==> src/design/sorted_record_table_defines.svh <==
// Assertion macros shared by the sorted record table design.
`ifndef SORTED_RECORD_TABLE_DEFINES_SVH
`define SORTED_RECORD_TABLE_DEFINES_SVH

// Same-cycle implication, disabled while reset is asserted.
`define SRT_ASSERT_SAME(label, clk, rst_n, ante, cons, msg) \
  label: assert property (@(posedge clk) disable iff (!(rst_n)) (ante) |-> (cons)) \
    else $error(msg);

// Next-cycle implication, disabled while reset is asserted.
`define SRT_ASSERT_NEXT(label, clk, rst_n, ante, cons, msg) \
  label: assert property (@(posedge clk) disable iff (!(rst_n)) (ante) |=> (cons)) \
    else $error(msg);

`endif

==> src/design/srt_pkg.sv <==
// Types, constants and helper functions of the sorted record table.
package srt_pkg;

  localparam int unsigned DEPTH_DEF      = 32;
  localparam int unsigned NAME_BYTES_DEF = 25;

  localparam int unsigned KIND_W   = 2;
  localparam int unsigned KEY_W    = 32;
  localparam int unsigned NAME_W   = 64;
  localparam int unsigned NAME3_W  = 8;
  localparam int unsigned PHONE_W  = 31;
  localparam int unsigned STATUS_W = 3;

  typedef enum logic [KIND_W-1:0] {
    KIND_INSERT = 2'd0,
    KIND_DELETE = 2'd1,
    KIND_DUMP   = 2'd2
  } kind_e;

  typedef enum logic [STATUS_W-1:0] {
    STATUS_DONE      = 3'd0,
    STATUS_FULL      = 3'd1,
    STATUS_NOT_FOUND = 3'd2,
    STATUS_ENTRY     = 3'd3,
    STATUS_EMPTY     = 3'd4
  } status_e;

  typedef enum logic [1:0] {
    ST_IDLE,
    ST_CMP,
    ST_APPLY,
    ST_DUMP
  } state_e;

  typedef enum logic [2:0] {
    CELL_HOLD,
    CELL_CMP,
    CELL_INS,
    CELL_DEL,
    CELL_ROT
  } cell_op_e;

  typedef struct packed {
    logic signed [KEY_W-1:0] key;
    logic [NAME_W-1:0]       name0;
    logic [NAME_W-1:0]       name1;
    logic [NAME_W-1:0]       name2;
    logic [NAME3_W-1:0]      name3;
    logic [PHONE_W-1:0]      phone;
  } rec_t;

  // Broadcast from the controller to every cell of the chain.
  typedef struct packed {
    cell_op_e op;
    rec_t     new_rec;
  } cell_ctrl_t;

  // Byte mask of one name word: bytes at or beyond nbytes are cleared.
  function automatic logic [NAME_W-1:0] name_mask(input int unsigned word,
                                                  input int unsigned nbytes);
    logic [NAME_W-1:0] m;
    m = '0;
    for (int unsigned b = 0; b < NAME_W / 8; b++) begin
      if (word * (NAME_W / 8) + b < nbytes) begin
        m[8*b +: 8] = 8'hFF;
      end
    end
    return m;
  endfunction

endpackage

==> src/design/srt_cell.sv <==
// One cell of the record chain: holds one record and its compare flags.
module srt_cell import srt_pkg::*; (
  input  logic       clk_i,
  input  cell_ctrl_t ctrl_i,
  input  logic       occ_i,
  input  logic       tail_i,
  input  rec_t       left_rec_i,
  input  logic       left_le_i,
  input  rec_t       right_rec_i,
  input  rec_t       head_rec_i,
  input  logic       seen_i,
  output rec_t       rec_o,
  output logic       le_o,
  output logic       seen_o
);

  rec_t rec_q, rec_d;
  logic le_q, le_d;
  logic eq_q, eq_d;

  // A matching key here or in any cell to the left marks this cell for a left shift.
  assign seen_o = seen_i | eq_q;
  assign le_o   = le_q;
  assign rec_o  = rec_q;

  always_comb begin
    rec_d = rec_q;
    le_d  = le_q;
    eq_d  = eq_q;
    unique case (ctrl_i.op)
      CELL_HOLD: begin
      end
      CELL_CMP: begin
        le_d = occ_i && ($signed(rec_q.key) <= $signed(ctrl_i.new_rec.key));
        eq_d = occ_i && (rec_q.key == ctrl_i.new_rec.key);
      end
      CELL_INS: begin
        // Keys are sorted, so the cells with le set form a prefix; the first
        // cell past it takes the new record and the rest shift right.
        if (!le_q) begin
          rec_d = left_le_i ? ctrl_i.new_rec : left_rec_i;
        end
      end
      CELL_DEL: begin
        if (seen_o) begin
          rec_d = right_rec_i;
        end
      end
      CELL_ROT: begin
        if (occ_i) begin
          rec_d = tail_i ? head_rec_i : right_rec_i;
        end
      end
      default: begin
      end
    endcase
  end

  always_ff @(posedge clk_i) begin
    rec_q <= rec_d;
    le_q  <= le_d;
    eq_q  <= eq_d;
  end

endmodule

==> config.mk <==
export PLATFORM = sky130hd
export DESIGN_NAME = srt_cell
export DESIGN_NICKNAME = d
export VERILOG_FILES = /design/src/design/sorted_record_table_defines.svh /design/src/design/srt_pkg.sv /design/src/design/srt_cell.sv
export SDC_FILE = /design/constraint.sdc
export NUM_CORES = 1
export LEC_CHECK = 0
export BUFFER_PORTS_ARGS = -buffer_cell sky130_fd_sc_hd__buf_4
export CAP_MARGIN = 20
export CORE_AREA = 2 2 516 518
export CTS_CLUSTER_SIZE = 10
export DETAILED_ROUTE_END_ITERATION = 12
export DIE_AREA = 0 0 518 520
export GPL_ROUTABILITY_DRIVEN = 0
export RECOVER_POWER = 25
export SLEW_MARGIN = 20
export SYNTH_ARGS = -nofsm -noshare
export SYNTH_HDL_FRONTEND = slang
export SYNTH_SLANG_ARGS = --single-unit
==> constraint.sdc <==
create_clock -name clk_i -period 30.5 [get_ports clk_i]
set_input_delay 4.575 -clock clk_i [delete_from_list [all_inputs] [get_ports clk_i]]
set_output_delay 4.575 -clock clk_i [all_outputs]
set_load 0.005 [all_outputs]
==> results of run 1 <==
-- power groups by stage --
stage	sequential (uW)	combinational, uW	clock [uW]
2_1_floorplan	463	105	0
3_3_place_gp	451	322	0
3_5_place_dp	451	328	0
4_1_cts	444	328	544
5_1_grt	448	344	545
6_report	446	322	517
-- registers in the layout, summed over array words and instances, names as in the netlist --
name / flops
rec_o: 263
eq_q: 1
le_o: 1
-- final timing paths --
| check | start | end | depth (start not counted) |
|---|---|---|---|
| setup / recovery | ctrl_i[264] | rec_o[198] | 5 |
| hold / removal | rec_o[233] | eq_q | 5 |
| setup reg to reg | le_o | rec_o[198] | 5 |
| hold reg to reg | rec_o[233] | eq_q | 5 |
-- worst reg2reg max path, stage by stage (launching register included) --
cell and delay [ns]:
edfxtp_1 0.40, nor2_1 0.11, a21oi_1 0.12, o22ai_4 0.14
clkbuf_1 5.75, buf_4 1.29
-- per-stage QoR --
| step | total power, uW | utilization |
|---|---|---|
| after CTS | 1320 | 0.118 |
| final | 1290 | 0.118 |
| after global placement | 773 | 0.113 |
| after floorplan | 567 | - |
| after global routing | 1340 | 0.118 |
| after detailed placement | 779 | 0.113 |
-- area by class of cell --
type / instances / area share
repair buffers: 1343 / 0.321
diodes: 82 / 0.00659
clock buffers: 55 / 0.0374
flip-flops and latches: 265 / 0.256
inverters: 34 / 0.00410
multi-input cells: 890 / 0.227
well taps: 3533 / 0.142
clock inverters: 22 / 0.00619
-- cells in the mapped netlist --
cell type / count
nor4_2: 1
nor4b_1: 1
nor4_1: 1
inv_1: 34
clkbuf_1: 33
and4_1: 1
a221oi_1: 1
a21oi_1: 14
a211oi_1: 1
nand4_2: 1
nand2_1: 17
nor3b_1: 1
buf_2: 76
ha_1: 32
o21ai_0: 5
nand3_1: 4
nor2_1: 272
a211o_1: 2
a22oi_1: 1
mux2i_1: 264
a21o_1: 1
nand3b_1: 1
o211ai_2: 1
a221o_1: 263
edfxtp_1: 265
buf_1: 6
o22ai_1: 1
nand4_1: 3
and3_1: 1
buf_4: 1
-- per-layer routing --
metal / share of wire / global-route usage / up-vias
met1: 0.36 / 0.182 / 9578
met5: 0.0050 / 0 / -
li1: - / - / 7879
met2: 0.41 / 0.250 / 1962
met3: 0.17 / 0.123 / 657
met4: 0.050 / 0.0680 / 178
-- kinds of logic (layout without fill, tap and decap cells) --
group / after synthesis / after routing / share of synthesized area
AO/OA/AOI/OAI: 290 / 290 / 0.179
flip-flops: 265 / 265 / 0.508
AND/OR/NAND/NOR: 304 / 304 / 0.0763
other: 0 / 82 / 0
buffers and inverters: 150 / 1454 / 0.0423
adder cells (fa/ha/maj): 32 / 32 / 0.0256
multiplexers: 264 / 264 / 0.169
==> flow_summary_export.csv, run 1 <==
group,metric,value,unit
status,status,"finished, violations left",
status,violations,"max-capacitance violations, max-slew violations",
cts,postCtsHoldBufs,0,
place,placed_cells,6065,
route,via_per_inst,3.25,
hold_path,hold_class,"reg -> reg",
critical_path,crit_path_end_kind,"flop",
cts,cts_tree,"built",
job,max-cap-violations,2,
place,io_buffer_count,1324,
cts,path_clk_slew,0.06,ns
final_layout,mostFrequentLayoutCells,"buf_4, nor2_1, edfxtp_1",
critical_path,crit_path_start_kind,"primary input",
critical_path,critical_path.top_delay_family,"buffers and inverters",
logic_synthesis,syn_nets,2397,
logic_synthesis,synth-seq-area-share,0.508,
timing,finalMaxSlewViolations,174,
floorplan,fp.dieH,520,um
floorplan,rows,189,
floorplan,die_area,0.269,mm2
cts,clockBufferDepth,3,
global_route,grt-ovfl-total,0,
logic_synthesis,netlist.top_cell.by_area,"edfxtp_1",
critical_path,path_buf_inv,3,
timing,tightest_slew,8.31,ns
global_route,track_usage,0.169,
global_route,grt_pass1_vias,19200,
logic_synthesis,synth_area,0.0157,mm2
power,internal_power,896,uW
global_route,grt_pass1_wl,278000,um
power,max-vdd-ir-drop,36.3,uV
timing,finalClockSkew,0.0218,ns
critical_path,rrSetupSlack,22.27,ns
critical_path,cp_slowest_stage_delay,5.75,ns
critical_path,worstPathArrival,12.37,ns
route,num_vias,20300,
critical_path,critPathMostFrequentCell,"clkbuf_1",
route,drtIter0Drc,1725,
route,wl_per_cell,38.1,um
timing,rsz0062_at_grt,"no",
timing,slew_headroom,-4.54,
timing,final-hold-violation-count,0,
global_route,antenna_found_initial,342,
route,drcViolationCount,0,
power,leakagePower,0.0130,uW
final_layout,areaGrowthSynthToFinish,98.9,%
power,p_clk_frac,0.402,
final_layout,fill_cells,30400,
final_layout,fin_area,0.0311,mm2
cts,post-cts-setup-buffer-count,0,
final_layout,drive_above_1_share,0.525,
timing,setup_viol,0,
route,ant_nets,0,
timing,fin_tns_setup,0,ns
timing,finalCritPeriodShare,0.395,
critical_path,critPathSlowestCell,"clkbuf_1",
cts,ctsResizeCount,0,
route,firstDrtPassIters,8,
floorplan,fp.dieW,518,um
final_layout,final_cells,6224,
logic_synthesis,synth-seq-cells,265,
floorplan,initial_core_util,0.0593,
power,sequentialPowerShare,0.347,
global_route,grt_max_degree,122,
power,switching_share,0.303,
final_layout,seqCellArea,0.00796,mm2
cts,clockRootBuffer,"clkbuf_16",
cts,clock_sinks,265,
logic_synthesis,ys_types,30,
timing,fmax,82.9,MHz
power,pwr-share-comb,0.251,
final_layout,layout.nets,3668,
power,power_switching,389,uW
place,placed_area,0.0297,mm2
timing,timing.final.ws_setup,18.44,ns
critical_path,cp_cell_sequence,"clkbuf_1 -> nand3b_1 -> o22ai_4 -> clkbuf_1 -> buf_4",
power,power_density,41.3,mW/mm2
floorplan,core_area,0.264,mm2
floorplan,ios,1325,
logic_synthesis,synth.top_cell.area_share,0.508,
final_layout,multiInputGateArea,0.00706,mm2
cts,cts_buffers,42,
logic_synthesis,avgSynthCellArea,12.0,um2
logic_synthesis,synth_area_leaders,"edfxtp_1, mux2i_1, a221o_1",
route,drt-total-wl,237000,um
cts,cts_max_level,2,
place,dpl.hpwl,214000,um
critical_path,path_max_fanout,119,
logic_synthesis,synth_cells,1305,
place,pre_cts_ws,20.05,ns
final_layout,mostFrequentLayoutCell,"buf_4",
cts,clock_latency,0.68,ns
timing,hold-worst-slack,1.06,ns
critical_path,worstPathRequired,30.81,ns
critical_path,worstSetupPathType,"in -> reg",
logic_synthesis,yosys_warnings,0,
timing,post-route-min-period,12.06,ns
Note: power is estimated with default switching activity, not from simulation.
==> inputs of run 2 (changes only) <==
CORE_AREA = 2 2 510 512   (was 2 2 516 518)
DIE_AREA = 0 0 512 514   (was 0 0 518 520)
clock period = 10.39 ns   (was 30.5 ns; I/O delays follow)
==> flow_summary_export.csv, run 2 (synthesized netlist as in run 1, its figures left out) <==
group,metric,value,unit
status,status,"finished, violations left",
status,violations,"max-capacitance violations, max-slew violations",
cts,ctsResizeCount,0,
cts,cts_tree,"built",
global_route,grt_pass1_wl,275000,um
timing,post-route-min-period,4.76,ns
job,max-cap-violations,3,
timing,final-hold-violation-count,0,
critical_path,critPathSlowestCell,"clkbuf_1",
floorplan,fp.dieH,514,um
final_layout,fin_area,0.0306,mm2
place,dpl.hpwl,216000,um
critical_path,cp_slowest_stage_delay,1.31,ns
critical_path,crit_path_start_kind,"primary input",
final_layout,fin_util,0.119,
cts,postCtsHoldBufs,0,
timing,setup_viol,0,
timing,rsz0062_at_grt,"no",
place,placed_area,0.0296,mm2
floorplan,ios,1325,
global_route,grt-ovfl-total,0,
critical_path,worstPathArrival,5.14,ns
global_route,track_usage,0.170,
final_layout,areaGrowthSynthToFinish,95.8,%
final_layout,mostFrequentLayoutCell,"buf_4",
critical_path,worstPathRequired,10.76,ns
timing,slew_headroom,-0.943,
critical_path,crit_path_end_kind,"flop",
power,power_density,121,mW/mm2
global_route,grt_pass1_vias,19200,
route,via_per_inst,3.37,
final_layout,drive_above_1_share,0.492,
final_layout,fill_cells,29600,
hold_path,hold_class,"reg -> reg",
floorplan,core_area,0.258,mm2
place,io_buffer_count,1324,
route,drtIter0Drc,1976,
critical_path,cp_cell_sequence,"clkbuf_1 -> nand3b_1 -> nand2_1 -> clkbuf_1 -> buf_4 -> nor2_1 -> a221o_1",
critical_path,r2r_cells,5,
floorplan,rows,187,
timing,finalCritPeriodShare,0.459,
final_layout,layout.nets,3670,
route,num_vias,20700,
cts,clockRootBuffer,"clkbuf_16",
place,pre_cts_ws,6.05,ns
critical_path,path_buf_inv,3,
route,drcViolationCount,0,
cts,cts_max_level,2,
cts,cts_buffers,40,
timing,fin_tns_setup,0,ns
power,max-vdd-ir-drop,88.6,uV
critical_path,cp.depth,7,
timing,finalClockSkew,0.0354,ns
timing,finalMaxSlewViolations,93,
critical_path,critPathMostFrequentCell,"clkbuf_1",
route,ant_nets,0,
timing,hold-worst-slack,1.06,ns
floorplan,fp.dieW,512,um
critical_path,path_max_fanout,68,
global_route,grt_max_degree,115,
final_layout,mostFrequentLayoutCells,"buf_4, nor2_1, edfxtp_1",
critical_path,critical_path.top_delay_family,"buffers and inverters",
global_route,antenna_found_initial,354,
floorplan,die_area,0.263,mm2
final_layout,largest_reg_flops,263,
timing,timing.final.ws_setup,5.63,ns
cts,clock_latency,0.65,ns
cts,path_clk_slew,0.06,ns
cts,post-cts-setup-buffer-count,0,
cts,clock_sinks,265,
route,wl_per_cell,38.4,um
power,leakagePower,0.0127,uW
timing,fmax,210,MHz
cts,clockBufferDepth,3,
route,drt-total-wl,235000,um
hold_path,holdPathStages,5,
timing,tightest_slew,2.92,ns
critical_path,worstSetupPathType,"in -> reg",
floorplan,initial_core_util,0.0606,
route,firstDrtPassIters,6,
[run 2: changes by cell type in the layout (fill, tap and decap cells not counted), moves of 2 or more]
cell	before	now
clkbuf_4	51	49
diode_2	82	116
clkinv_1	11	5
bufinv_16	3	5
buf_4	1252	1163
clkbuf_1	46	134
clkbuf_16	45	40
clkinvlp_4	4	1
clkinv_2	1	10
clkinv_4	2	0
inv_6	1	3
[run 2: power breakdown]
group	total (uW)	internal, uW	switching [uW]
Clock	1450	827	627
Sequential	1300	1280	26.1
Combinational	946	469	477
Total	3700	2570	1130
[run 2: final timing paths]
| path | startpoint | to | slack, ns |
|---|---|---|---|
| worst max-delay path | ctrl_i[264] | rec_o[171] | 5.63 |
| worst min-delay path | rec_o[235] | eq_q | 1.06 |
| worst max register to register | le_o | rec_o[199] | 6.54 |
| worst min register to register | rec_o[235] | eq_q | 1.06 |
[run 2: routing by layer]
layer | share of wire | wire (um) | vias up | track usage
met3 | 0.21 | 48700 | 726 | 0.160
met4 | 0.055 | 13000 | 234 | 0.0755
met5 | 0.0067 | 1580 | - | 0
met2 | 0.41 | 96300 | 2030 | 0.250
met1 | 0.32 | 75700 | 9723 | 0.161
li1 | - | - | 7941 | -
[run 2: layout make-up]
type                    count  area (um2)  share of cell area
repair buffers           1347        9680               0.316
flip-flops and latches    265        7960               0.260
multi-input cells         890        7040               0.230
well taps                3402        4260               0.139
clock buffers              45        1020              0.0333
diodes                    116         290             0.00947
clock inverters            25         269             0.00878
inverters                  34         128             0.00416
[run 2: worst reg2reg max path, cell delays in order, from the launching register on]
cell and delay (ns):
edfxtp_1 0.41, nor2_1 0.11, a21oi_1 0.09, o22ai_1 1.47, buf_4 0.66, buf_4 0.68
[run 2: metrics by stage]
| step | instances | power, uW |
|---|---|---|
| 2_1_floorplan | 1305 | 1650 |
| 3_3_place_gp | 5938 | 2280 |
| 3_5_place_dp | 5938 | 2300 |
| 4_1_cts | 6008 | 3780 |
| 5_1_grt | 6067 | 3830 |
| 6_report | 6124 | 3700 |
